==> config.mk <==
export PLATFORM = sky130hd
export DESIGN_NAME = node_poll_mode_voter_unit
export DESIGN_NICKNAME = d
export VERILOG_FILES = /design/src/rtl/core/npmv_pkg.sv /design/src/rtl/core/npmv_datapath.sv /design/src/rtl/core/npmv_controller.sv /design/src/rtl/core/node_poll_mode_voter_unit.sv
export SDC_FILE = /design/constraint.sdc
export NUM_CORES = 1
export LEC_CHECK = 0
export ABC_AREA = 1
export BUFFER_PORTS_ARGS = -buffer_cell sky130_fd_sc_hd__buf_2
export CORE_MARGIN = 2
export CORE_UTILIZATION = 60
export DETAILED_ROUTE_END_ITERATION = 8
export GPL_TIMING_DRIVEN = 1
export PLACE_DENSITY_LB_ADDON = 0.25
export SYNTH_ARGS = -nofsm -noshare
export SYNTH_HDL_FRONTEND = slang
export SYNTH_HIERARCHICAL = 1
export SYNTH_SLANG_ARGS = --single-unit
==> constraint.sdc <==
create_clock -name clk -period 4 [get_ports clk]
set_input_delay 0.4 -clock clk [delete_from_list [all_inputs] [get_ports clk]]
set_output_delay 0.4 -clock clk [all_outputs]
set_load 0.05 [all_outputs]
==> src/rtl/core/npmv_pkg.sv <==
// Package: constants, payload types and controller/datapath command types.
package npmv_pkg;

    localparam int NODES        = 8;
    localparam int MAX_PROBE_ID = 10;
    localparam int IDX_W        = 4;

    localparam logic [3:0] PH_DISCOVER      = 4'd0;
    localparam logic [3:0] PH_DISCOVER_WAIT = 4'd1;
    localparam logic [3:0] PH_POLL_READ     = 4'd2;
    localparam logic [3:0] PH_WAIT_READ     = 4'd3;
    localparam logic [3:0] PH_EVALUATE      = 4'd4;
    localparam logic [3:0] PH_POLL_WRITE    = 4'd5;
    localparam logic [3:0] PH_WAIT_WRITE    = 4'd6;
    localparam logic [3:0] PH_DELAY         = 4'd7;
    localparam logic [3:0] PH_ERROR         = 4'd8;

    localparam logic [2:0] RQ_NONE  = 3'd0;
    localparam logic [2:0] RQ_READ  = 3'd1;
    localparam logic [2:0] RQ_WRITE = 3'd2;
    localparam logic [2:0] RQ_STOP  = 3'd3;
    localparam logic [2:0] RQ_ABORT = 3'd4;

    localparam logic [2:0] K_TICK     = 3'd0;
    localparam logic [2:0] K_COMPLETE = 3'd1;
    localparam logic [2:0] K_ERROR    = 3'd2;
    localparam logic [2:0] K_SET_RUN  = 3'd3;
    localparam logic [2:0] K_WAKEUP   = 3'd4;

    localparam logic [2:0] R_STANDBY  = 3'd0;
    localparam logic [2:0] R_WAKEUP   = 3'd1;
    localparam logic [2:0] R_INV_TYPE = 3'd2;
    localparam logic [2:0] R_DISC_TO  = 3'd3;
    localparam logic [2:0] R_DELAY    = 3'd4;
    localparam logic [2:0] R_WISH_A   = 3'd5;
    localparam logic [2:0] R_PERM_A   = 3'd6;
    localparam logic [2:0] R_STOP_A   = 3'd7;

    typedef struct packed {
        logic [2:0]  kind;
        logic [15:0] wish;
        logic [15:0] emergency;
        logic [15:0] type_word;
        logic        run_value;
    } in_item_t;

    typedef struct packed {
        logic [2:0]  request_kind;
        logic [3:0]  request_node;
        logic [15:0] request_register;
        logic [15:0] request_value;
        logic [15:0] system_mode;
        logic        run_enabled;
        logic [3:0]  node_count;
        logic [3:0]  phase;
    } out_item_t;

    typedef struct packed {
        logic vote_start;
        logic vote_step;
        logic store_probe;
        logic store_poll;
    } dp_cmd_t;

    typedef struct packed {
        logic            vote_last;
        logic [15:0]     voted_mode;
        logic            clear_wakeup;
        logic [IDX_W-1:0] node_id;
    } dp_status_t;

endpackage

==> src/rtl/core/npmv_datapath.sv <==
// Datapath: node tables and a one-entry-per-cycle vote scanner.
module npmv_datapath
(
    input  logic                            clk,
    input  logic                            rst_n,
    input  npmv_pkg::dp_cmd_t               cmd,
    input  logic [npmv_pkg::IDX_W-1:0]      wr_index,
    input  logic [npmv_pkg::IDX_W-1:0]      rd_index,
    input  logic [npmv_pkg::IDX_W-1:0]      probe_id,
    input  logic [npmv_pkg::IDX_W-1:0]      found_count,
    input  logic [15:0]                     wish,
    input  logic [15:0]                     emergency,
    input  logic [15:0]                     type_word,
    input  logic [15:0]                     inverter_type_code,
    input  logic [15:0]                     standby_mode_code,
    input  logic [15:0]                     wakeup_mode_code,
    input  logic                            run_flag,
    input  logic                            wakeup_pending,
    output npmv_pkg::dp_status_t            status
);
    logic [npmv_pkg::IDX_W-1:0] id_reg   [npmv_pkg::NODES];
    logic [15:0]                wish_reg [npmv_pkg::NODES];
    logic [15:0]                emg_reg  [npmv_pkg::NODES];
    logic [15:0]                type_reg [npmv_pkg::NODES];

    logic [npmv_pkg::IDX_W-1:0] scan_reg, scan_next;
    logic emerg_reg, emerg_next, inv_reg, inv_next, same_reg, same_next;
    logic [15:0] inv_wish_reg, inv_wish_next;
    logic [npmv_pkg::IDX_W-1:0] n_lim;
    logic scan_ok;

    assign n_lim = (found_count < npmv_pkg::IDX_W'(npmv_pkg::NODES))
                   ? found_count : npmv_pkg::IDX_W'(npmv_pkg::NODES);
    assign scan_ok = scan_reg < n_lim;

    always_ff @(posedge clk or negedge rst_n)
    begin
        if (!rst_n)
        begin
            for (int i = 0; i < npmv_pkg::NODES; i++)
            begin
                id_reg[i]   <= '0;
                wish_reg[i] <= '0;
                emg_reg[i]  <= '0;
                type_reg[i] <= '0;
            end
            scan_reg     <= '0;
            emerg_reg    <= 1'b0;
            inv_reg      <= 1'b0;
            same_reg     <= 1'b1;
            inv_wish_reg <= '0;
        end
        else
        begin
            if ((cmd.store_probe || cmd.store_poll) &&
                wr_index < npmv_pkg::IDX_W'(npmv_pkg::NODES))
            begin
                wish_reg[wr_index[2:0]] <= wish;
                emg_reg[wr_index[2:0]]  <= emergency;
                type_reg[wr_index[2:0]] <= type_word;
                if (cmd.store_probe)
                    id_reg[wr_index[2:0]] <= probe_id;
            end
            scan_reg     <= scan_next;
            emerg_reg    <= emerg_next;
            inv_reg      <= inv_next;
            same_reg     <= same_next;
            inv_wish_reg <= inv_wish_next;
        end
    end

    always_comb
    begin
        scan_next     = scan_reg;
        emerg_next    = emerg_reg;
        inv_next      = inv_reg;
        same_next     = same_reg;
        inv_wish_next = inv_wish_reg;
        if (cmd.vote_start)
        begin
            scan_next     = '0;
            emerg_next    = 1'b0;
            inv_next      = 1'b0;
            same_next     = 1'b1;
            inv_wish_next = '0;
        end
        else if (cmd.vote_step && scan_ok)
        begin
            if (emg_reg[scan_reg[2:0]] != 16'd0)
                emerg_next = 1'b1;
            if (type_reg[scan_reg[2:0]] == inverter_type_code)
            begin
                inv_next      = 1'b1;
                inv_wish_next = wish_reg[scan_reg[2:0]];
            end
            if (wish_reg[scan_reg[2:0]] != wish_reg[0])
                same_next = 1'b0;
            scan_next = scan_reg + npmv_pkg::IDX_W'(1);
        end
    end

    always_comb
    begin
        status.vote_last    = !scan_ok;
        status.clear_wakeup = 1'b0;
        if (emerg_reg || !run_flag)
            status.voted_mode = standby_mode_code;
        else if (wakeup_pending)
        begin
            status.voted_mode   = wakeup_mode_code;
            status.clear_wakeup = 1'b1;
        end
        else if (inv_reg)
            status.voted_mode = inv_wish_reg;
        else
            status.voted_mode = same_reg ? wish_reg[0] : standby_mode_code;
        status.node_id = (rd_index < npmv_pkg::IDX_W'(npmv_pkg::NODES))
                         ? id_reg[rd_index[2:0]] : '0;
    end
endmodule

==> src/rtl/core/npmv_controller.sv <==
// Controller: phase machine, counters, flags, handshake and result register.
module npmv_controller
(
    input  logic                         clk,
    input  logic                         rst_n,
    input  logic                         in_valid,
    output logic                         in_stall,
    input  npmv_pkg::in_item_t           in_data,
    output logic                         out_valid,
    input  logic                         out_stall,
    output npmv_pkg::out_item_t          out_data,
    input  logic [15:0]                  standby_mode_code,
    input  logic [15:0]                  discovery_timeout_ticks,
    input  logic [15:0]                  poll_delay_ticks,
    input  logic [15:0]                  wish_register_addr,
    input  logic [15:0]                  permission_register_addr,
    input  logic [15:0]                  safety_stop_register_addr,
    output npmv_pkg::dp_cmd_t            cmd,
    input  npmv_pkg::dp_status_t         status,
    output logic [npmv_pkg::IDX_W-1:0]   wr_index,
    output logic [npmv_pkg::IDX_W-1:0]   target_index,
    output logic [npmv_pkg::IDX_W-1:0]   probe_id,
    output logic [npmv_pkg::IDX_W-1:0]   found_count,
    output logic                         run_flag,
    output logic                         wakeup_pending
);
    localparam logic [1:0] S_IDLE = 2'd0;
    localparam logic [1:0] S_VOTE = 2'd1;
    localparam logic [1:0] S_OUT  = 2'd2;

    logic [1:0]  st_reg, st_next;
    logic [3:0]  phase_reg, phase_next;
    logic [3:0]  probe_reg, probe_next, found_reg, found_next, tgt_reg, tgt_next;
    logic [15:0] elapsed_reg, elapsed_next, mode_reg, mode_next, inc;
    logic        wait_reg, wait_next, run_reg, run_next, wake_reg, wake_next;
    npmv_pkg::out_item_t res_reg, res_next;
    logic [2:0]  rk;
    logic [3:0]  rn;
    logic [15:0] rr, rv;
    logic        take;

    assign take = in_valid && !in_stall;
    assign in_stall = (st_reg != S_IDLE);
    assign out_valid = (st_reg == S_OUT);
    assign out_data = res_reg;
    assign probe_id = probe_reg;
    assign found_count = found_reg;
    assign target_index = tgt_reg;
    assign run_flag = run_reg;
    assign wakeup_pending = wake_reg;
    assign inc = (elapsed_reg != 16'hFFFF) ? elapsed_reg + 16'd1 : elapsed_reg;

    always_ff @(posedge clk or negedge rst_n)
    begin
        if (!rst_n)
        begin
            st_reg      <= S_IDLE;
            phase_reg   <= npmv_pkg::PH_DISCOVER;
            probe_reg   <= 4'd1;
            found_reg   <= '0;
            tgt_reg     <= '0;
            elapsed_reg <= '0;
            wait_reg    <= 1'b0;
            mode_reg    <= '0;
            run_reg     <= 1'b0;
            wake_reg    <= 1'b0;
            res_reg     <= '0;
        end
        else
        begin
            st_reg      <= st_next;
            phase_reg   <= phase_next;
            probe_reg   <= probe_next;
            found_reg   <= found_next;
            tgt_reg     <= tgt_next;
            elapsed_reg <= elapsed_next;
            wait_reg    <= wait_next;
            mode_reg    <= mode_next;
            run_reg     <= run_next;
            wake_reg    <= wake_next;
            res_reg     <= res_next;
        end
    end

    always_comb
    begin
        st_next      = st_reg;
        phase_next   = phase_reg;
        probe_next   = probe_reg;
        found_next   = found_reg;
        tgt_next     = tgt_reg;
        elapsed_next = elapsed_reg;
        wait_next    = wait_reg;
        mode_next    = mode_reg;
        run_next     = run_reg;
        wake_next    = wake_reg;
        res_next     = res_reg;
        cmd          = '0;
        wr_index     = found_reg;
        rk = npmv_pkg::RQ_NONE;
        rn = '0;
        rr = '0;
        rv = '0;
        unique case (st_reg)
            S_IDLE:
            begin
                if (take)
                begin
                    st_next = S_OUT;
                    case (in_data.kind)
                        npmv_pkg::K_TICK:
                        begin
                            case (phase_reg)
                                npmv_pkg::PH_DISCOVER:
                                begin
                                    rk = npmv_pkg::RQ_READ;
                                    rn = probe_reg;
                                    rr = wish_register_addr;
                                    rv = 16'd3;
                                    wait_next = 1'b1;
                                    elapsed_next = '0;
                                    phase_next = npmv_pkg::PH_DISCOVER_WAIT;
                                end
                                npmv_pkg::PH_DISCOVER_WAIT:
                                begin
                                    if (wait_reg)
                                    begin
                                        elapsed_next = inc;
                                        if (inc > discovery_timeout_ticks)
                                        begin
                                            rk = npmv_pkg::RQ_ABORT;
                                            rn = probe_reg;
                                            wait_next = 1'b0;
                                            if (probe_reg >= 4'(npmv_pkg::MAX_PROBE_ID))
                                            begin
                                                tgt_next = '0;
                                                elapsed_next = '0;
                                                phase_next = npmv_pkg::PH_DELAY;
                                            end
                                            else
                                            begin
                                                probe_next = probe_reg + 4'd1;
                                                phase_next = npmv_pkg::PH_DISCOVER;
                                            end
                                        end
                                    end
                                end
                                npmv_pkg::PH_POLL_READ:
                                begin
                                    if (found_reg != 4'd0)
                                    begin
                                        rk = npmv_pkg::RQ_READ;
                                        rn = status.node_id;
                                        rr = wish_register_addr;
                                        rv = 16'd3;
                                        phase_next = npmv_pkg::PH_WAIT_READ;
                                    end
                                    else
                                    begin
                                        elapsed_next = '0;
                                        phase_next = npmv_pkg::PH_DELAY;
                                    end
                                end
                                npmv_pkg::PH_EVALUATE:
                                begin
                                    cmd.vote_start = 1'b1;
                                    st_next = S_VOTE;
                                end
                                npmv_pkg::PH_POLL_WRITE:
                                begin
                                    if (found_reg != 4'd0)
                                    begin
                                        rk = npmv_pkg::RQ_WRITE;
                                        rn = status.node_id;
                                        rr = permission_register_addr;
                                        rv = mode_reg;
                                        phase_next = npmv_pkg::PH_WAIT_WRITE;
                                    end
                                end
                                npmv_pkg::PH_DELAY:
                                begin
                                    elapsed_next = inc;
                                    if (inc > poll_delay_ticks)
                                    begin
                                        tgt_next = '0;
                                        phase_next = npmv_pkg::PH_POLL_READ;
                                    end
                                end
                                npmv_pkg::PH_ERROR:
                                begin
                                    rk = npmv_pkg::RQ_STOP;
                                    rr = safety_stop_register_addr;
                                    rv = 16'd1;
                                    mode_next = standby_mode_code;
                                    elapsed_next = '0;
                                    tgt_next = '0;
                                    phase_next = npmv_pkg::PH_DELAY;
                                end
                                default:
                                begin
                                end
                            endcase
                        end
                        npmv_pkg::K_COMPLETE:
                        begin
                            if (phase_reg == npmv_pkg::PH_DISCOVER_WAIT)
                            begin
                                if (found_reg < 4'(npmv_pkg::NODES))
                                begin
                                    cmd.store_probe = 1'b1;
                                    found_next = found_reg + 4'd1;
                                end
                                wait_next = 1'b0;
                                if (probe_reg >= 4'(npmv_pkg::MAX_PROBE_ID))
                                begin
                                    tgt_next = '0;
                                    elapsed_next = '0;
                                    phase_next = npmv_pkg::PH_DELAY;
                                end
                                else
                                begin
                                    probe_next = probe_reg + 4'd1;
                                    phase_next = npmv_pkg::PH_DISCOVER;
                                end
                            end
                            else if (phase_reg == npmv_pkg::PH_WAIT_READ)
                            begin
                                cmd.store_poll = 1'b1;
                                wr_index = tgt_reg;
                                tgt_next = tgt_reg + 4'd1;
                                phase_next = (tgt_next >= found_reg)
                                             ? npmv_pkg::PH_EVALUATE
                                             : npmv_pkg::PH_POLL_READ;
                            end
                            else if (phase_reg == npmv_pkg::PH_WAIT_WRITE)
                            begin
                                tgt_next = tgt_reg + 4'd1;
                                if (tgt_next >= found_reg)
                                begin
                                    elapsed_next = '0;
                                    phase_next = npmv_pkg::PH_DELAY;
                                end
                                else
                                    phase_next = npmv_pkg::PH_POLL_WRITE;
                            end
                        end
                        npmv_pkg::K_ERROR:
                        begin
                            if (phase_reg == npmv_pkg::PH_DISCOVER_WAIT)
                            begin
                                wait_next = 1'b0;
                                if (probe_reg >= 4'(npmv_pkg::MAX_PROBE_ID))
                                begin
                                    tgt_next = '0;
                                    elapsed_next = '0;
                                    phase_next = npmv_pkg::PH_DELAY;
                                end
                                else
                                begin
                                    probe_next = probe_reg + 4'd1;
                                    phase_next = npmv_pkg::PH_DISCOVER;
                                end
                            end
                            else
                                phase_next = npmv_pkg::PH_ERROR;
                        end
                        npmv_pkg::K_SET_RUN: run_next = in_data.run_value;
                        npmv_pkg::K_WAKEUP:  wake_next = 1'b1;
                        default:
                        begin
                        end
                    endcase
                    res_next = '{rk, rn, rr, rv, mode_next, run_next, found_next,
                                 phase_next};
                end
            end
            S_VOTE:
            begin
                cmd.vote_step = 1'b1;
                if (status.vote_last)
                begin
                    mode_next = status.voted_mode;
                    if (status.clear_wakeup)
                        wake_next = 1'b0;
                    tgt_next = '0;
                    phase_next = npmv_pkg::PH_POLL_WRITE;
                    st_next = S_OUT;
                    res_next = '{npmv_pkg::RQ_NONE, 4'd0, 16'd0, 16'd0, mode_next,
                                 run_reg, found_reg, phase_next};
                end
            end
            S_OUT:
            begin
                if (!out_stall)
                    st_next = S_IDLE;
            end
            default: st_next = S_IDLE;
        endcase
    end
endmodule

==> src/rtl/core/node_poll_mode_voter_unit.sv <==
// Top level: node polling master with configuration registers.
//  channel | direction | handshake
//  in      | input     | in_valid / in_stall, in_data
//  out     | output    | out_valid / out_stall, out_data
//  cfg     | input     | cfg_valid / cfg_ready, cfg_index, cfg_data
// An item is taken only while idle and its result is held until taken; an
// evaluate tick adds a pass in which the vote scanner walks the tables one
// entry a cycle. Reset is asynchronous; tables clear at once. Input is
// stalled while a result waits.
module node_poll_mode_voter_unit
(
    input  logic                   clk,
    input  logic                   rst_n,
    input  logic                   in_valid,
    output logic                   in_stall,
    input  npmv_pkg::in_item_t     in_data,
    output logic                   out_valid,
    input  logic                   out_stall,
    output npmv_pkg::out_item_t    out_data,
    input  logic                   cfg_valid,
    output logic                   cfg_ready,
    input  logic [2:0]             cfg_index,
    input  logic [15:0]            cfg_data
);
    logic [15:0] standby_reg, wakeup_reg, inv_reg, disc_reg, delay_reg;
    logic [15:0] wish_a_reg, perm_a_reg, stop_a_reg;
    npmv_pkg::dp_cmd_t    cmd;
    npmv_pkg::dp_status_t status;
    logic [npmv_pkg::IDX_W-1:0] wr_index, target_index, probe_id, found_count;
    logic run_flag, wakeup_pending;

    assign cfg_ready = 1'b1;

    always_ff @(posedge clk or negedge rst_n)
    begin
        if (!rst_n)
        begin
            standby_reg <= 16'd0;
            wakeup_reg  <= 16'd3;
            inv_reg     <= 16'd1;
            disc_reg    <= 16'd150;
            delay_reg   <= 16'd100;
            wish_a_reg  <= 16'd0;
            perm_a_reg  <= 16'd3;
            stop_a_reg  <= 16'd4;
        end
        else if (cfg_valid && cfg_ready)
        begin
            unique case (cfg_index)
                npmv_pkg::R_STANDBY:  standby_reg <= cfg_data;
                npmv_pkg::R_WAKEUP:   wakeup_reg  <= cfg_data;
                npmv_pkg::R_INV_TYPE: inv_reg     <= cfg_data;
                npmv_pkg::R_DISC_TO:  disc_reg    <= cfg_data;
                npmv_pkg::R_DELAY:    delay_reg   <= cfg_data;
                npmv_pkg::R_WISH_A:   wish_a_reg  <= cfg_data;
                npmv_pkg::R_PERM_A:   perm_a_reg  <= cfg_data;
                npmv_pkg::R_STOP_A:   stop_a_reg  <= cfg_data;
                default:
                begin
                end
            endcase
        end
    end

    npmv_controller u_ctrl
    (
        .clk(clk), .rst_n(rst_n),
        .in_valid(in_valid), .in_stall(in_stall), .in_data(in_data),
        .out_valid(out_valid), .out_stall(out_stall), .out_data(out_data),
        .standby_mode_code(standby_reg),
        .discovery_timeout_ticks(disc_reg),
        .poll_delay_ticks(delay_reg),
        .wish_register_addr(wish_a_reg),
        .permission_register_addr(perm_a_reg),
        .safety_stop_register_addr(stop_a_reg),
        .cmd(cmd), .status(status),
        .wr_index(wr_index), .target_index(target_index),
        .probe_id(probe_id), .found_count(found_count),
        .run_flag(run_flag), .wakeup_pending(wakeup_pending)
    );

    npmv_datapath u_dp
    (
        .clk(clk), .rst_n(rst_n), .cmd(cmd),
        .wr_index(wr_index), .rd_index(target_index),
        .probe_id(probe_id), .found_count(found_count),
        .wish(in_data.wish), .emergency(in_data.emergency),
        .type_word(in_data.type_word),
        .inverter_type_code(inv_reg),
        .standby_mode_code(standby_reg),
        .wakeup_mode_code(wakeup_reg),
        .run_flag(run_flag), .wakeup_pending(wakeup_pending),
        .status(status)
    );

    a_no_accept_while_out: assert property (@(posedge clk) disable iff (!rst_n)
        out_valid |-> in_stall) else $error("input taken while result waits");
    a_count_bound: assert property (@(posedge clk) disable iff (!rst_n)
        found_count <= 4'(npmv_pkg::NODES)) else $error("node count overflow");
    a_store_excl: assert property (@(posedge clk) disable iff (!rst_n)
        !(cmd.store_probe && cmd.store_poll)) else $error("double table write");
endmodule

==> impl_metrics.tcl <==
set metrics [dict create \
    status "complete, no violations" \
    area_delta_synth_final_pct 10.42 \
    drtPass1Iterations 6 \
    p_leak_nw 17.78 \
    pwr-share-seq 0.421 \
    portBuffers 141 \
    drive_gt1_frac 0.09158 \
    irDropWorstVdd_mv 0.3426 \
    netlist_instances 4139 \
    insertion_delay_ns 0.63 \
    wl_um 87910 \
    p_comb_frac 0.220 \
    min_path_type "in2reg" \
    syn_nets 4261 \
    regArea_um2 16640 \
    p_int_w 0.01220 \
    seq_area_frac_synth 0.5104 \
    yosys_warnings 6 \
    drt_iter0_drc 3075 \
    reg2reg_slack_ns 0.46 \
    place_congestion 0.9804 \
    grt_usage 0.3174 \
    grt_overflow 0 \
    synth-edff-count 0 \
    grt_pass1_wl_um 143900 \
    critPathLaunch "u_ctrl/elapsed_reg[2]" \
    fmax_mhz 282.2 \
    route.detailed.drc 0 \
    powerDensity_nw_per_um2 506.0 \
    dieArea_um2 56200 \
    cts_setup_buffers 0 \
    clkSinkCount 664 \
    regToRegStartpoint "u_ctrl/elapsed_reg[2]" \
    antenna_cells 0 \
    slew_viol_final 0 \
    drtAntennaViolNets 0 \
    initial_core_util 0.6056 \
    path_max_fanout 16 \
    worst-r2r-cell-count 17 \
    vias_per_cell 5.767 \
    path_clk_slew_ns 0.06 \
    postCtsHoldBufs 2 \
    required_ns 4.52 \
    cts-buffers-inserted 71 \
    setup_viol 0 \
    critPathArrivalTime_ns 4.07 \
    ys_ff_latch 664 \
    core_um2 53810 \
    grt_pass1_vias 27100 \
    crit_type "reg2reg" \
    post-dp-hpwl_um 55560 \
    switchingPower_w 0.006015 \
    ios 143 \
    critPathLaunchType "flop" \
    synth_cell_types 56 \
    postCtsResizedCells 0 \
    clock_path_buffers 3 \
    cp-end-kind "flop" \
    multi_input_area_um2 13710 \
    die_w_um 237.1 \
    period_share 0.8860 \
    tns_ns 0 \
    synth.avg_cell_area_um2 7.874 \
    syn_area_um2 32590 \
    slew_headroom 0.1787 \
    setup_ws_ns 0.4560 \
    p_sw_frac 0.3303 \
    root_buffer "clkbuf_16" \
    synthArstFlopShare 1.000 \
    finalHoldViolCount 0 \
    antenna_found_initial 0 \
    cap_violations 0 \
    min_from "cfg_data[1]" \
    endpoint "u_ctrl/elapsed_reg[13]" \
    wl_per_cell_um 17.86 \
    r2r_end "u_ctrl/elapsed_reg[13]" \
    finalNetCount 4291 \
    pre_cts_ws_ns 0.5186 \
    clkPwrFrac 0.359 \
    cts_tree "done" \
    htreeDepth 3 \
    nFillCells 4533 \
    row_count 85 \
    tightest_slew_ns 1.227 \
    die_h_um 237.1 \
    fin_worst_skew_ns 0.02721 \
    vias 28380 \
    post-route-min-period_ns 3.544 \
    grt_max_degree 116 \
    rsz0062_at_grt "no" \
    ys.flop_type "dfrtp_1" \
]
## layout make-up
class | count | share of cell area
inverters | 322 | 0.03365
repair buffers | 192 | 0.03449
multi-input cells | 2918 | 0.3809
clock buffers | 105 | 0.05688
flip-flops and latches | 664 | 0.4624
well taps | 696 | 0.02420
clock inverters | 25 | 0.007475
## placed cells by master, fill, tap and decap left out, types with 15 or more instances in the layout
master / netlist / layout
nand2_1: 1408 / 1400
dfrtp_1: 649 / 647
o21ai_0: 571 / 571
inv_1: 305 / 304
nand3_1: 301 / 301
nor2_1: 224 / 222
buf_2: 79 / 140
clkbuf_16: 0 / 73
a21oi_1: 72 / 71
ha_1: 46 / 46
buf_4: 8 / 38
a31oi_1: 38 / 38
clkbuf_1: 109 / 22
nor3_1: 22 / 22
o21ai_1: 20 / 20
o211ai_1: 20 / 20
o31ai_1: 18 / 18
inv_2: 14 / 15
dfstp_2: 15 / 15
a21boi_1: 15 / 15
a32o_1: 15 / 15
## synthesized netlist by cell type, types with 15 or more instances
library cell / count / share of area
o21ai_0: 571 / 0.088
o211ai_1: 20 / 0.0046
nor3_1: 22 / 0.0034
nand3_1: 301 / 0.046
o31ai_1: 18 / 0.0041
o21ai_1: 20 / 0.0031
buf_2: 79 / 0.012
a32o_1: 15 / 0.0046
ha_1: 46 / 0.018
nand2_1: 1408 / 0.16
a21boi_1: 15 / 0.0035
inv_1: 305 / 0.035
dfrtp_1: 649 / 0.50
nor2_1: 224 / 0.026
a21oi_1: 72 / 0.011
a31oi_1: 38 / 0.0073
buf_1: 23 / 0.0026
clkbuf_1: 109 / 0.013
dfstp_2: 15 / 0.012
## power groups by stage
stage | clock network [W] | logic (W) | registers (W)
final | 0.00653 | 0.00401 | 0.00767
after global routing | 0.00689 | 0.00450 | 0.00772
after CTS | 0.00663 | 0.00396 | 0.00765
after detailed placement | 0 | 0.00393 | 0.00776
after global placement | 0 | 0.00387 | 0.00775
after floorplan | 0 | 0.00264 | 0.00782
## routing by layer
metal,GRT usage,share of wire,vias to the layer above
met1,0.4549,0.44,13580
met4,0.09625,0.025,0
met3,0.04278,0.072,154
li1,-,-,13530
met5,0,0,-
met2,0.5081,0.46,1116
## critical path, cell delays in order, from the launching register on
cell      delay (ns)
dfrtp_1         0.41
nand3_1         0.13
nor2_1          0.26
nand4_1         0.20
nor2_1          0.17
nand2_1         0.11
a22oi_1         0.17
o21ai_0         0.24
ha_1            0.37
nand2_1         0.08
nor3_1          0.27
nand3_1         0.22
nand2_1         0.15
nor2_1          0.06
o21ai_2         0.11
buf_4           0.23
nand3_1         0.12
a21boi_1        0.17
## metrics by stage
step                      instance area, um^2  utilization  hold slack [ns]  total power [W]  std cells
after floorplan                         32590            -           0.1044          0.01046       4139
after global placement                  33650       0.6253           0.4480          0.01162       4790
after detailed placement                33650       0.6253           0.4539          0.01170       4790
after CTS                               35990       0.6688          0.07376          0.01824       4922
after global routing                    35990       0.6688          0.09316          0.01911       4922
final                                   35990       0.6688          0.09947          0.01821       4922
## worst min path at each step
stage / cells after the start / slack (ns) / to
final: 3 / 0.1 / disc_reg[1]
after global placement: 2 / 0.45 / wakeup_reg[1]
after global routing: 3 / 0.09 / disc_reg[1]
after CTS: 3 / 0.07 / perm_a_reg[1]
after detailed placement: 2 / 0.45 / wakeup_reg[2]
after floorplan: 0 / 0.10 / delay_reg[0]
## logic make-up after synthesis
kind of cell / Yosys count / synth area share
flip-flops: 664 / 0.5104
AND/OR/NAND/NOR: 2030 / 0.2560
multiplexers: 1 / 0.0003071
buffers and inverters: 557 / 0.07110
AO/OA/AOI/OAI: 824 / 0.1401
XOR/XNOR: 16 / 0.004300
other: 1 / 0.0001151
adder cells (fa/ha/maj): 46 / 0.01766
No activity file was read; power rests on OpenSTA's default activity.
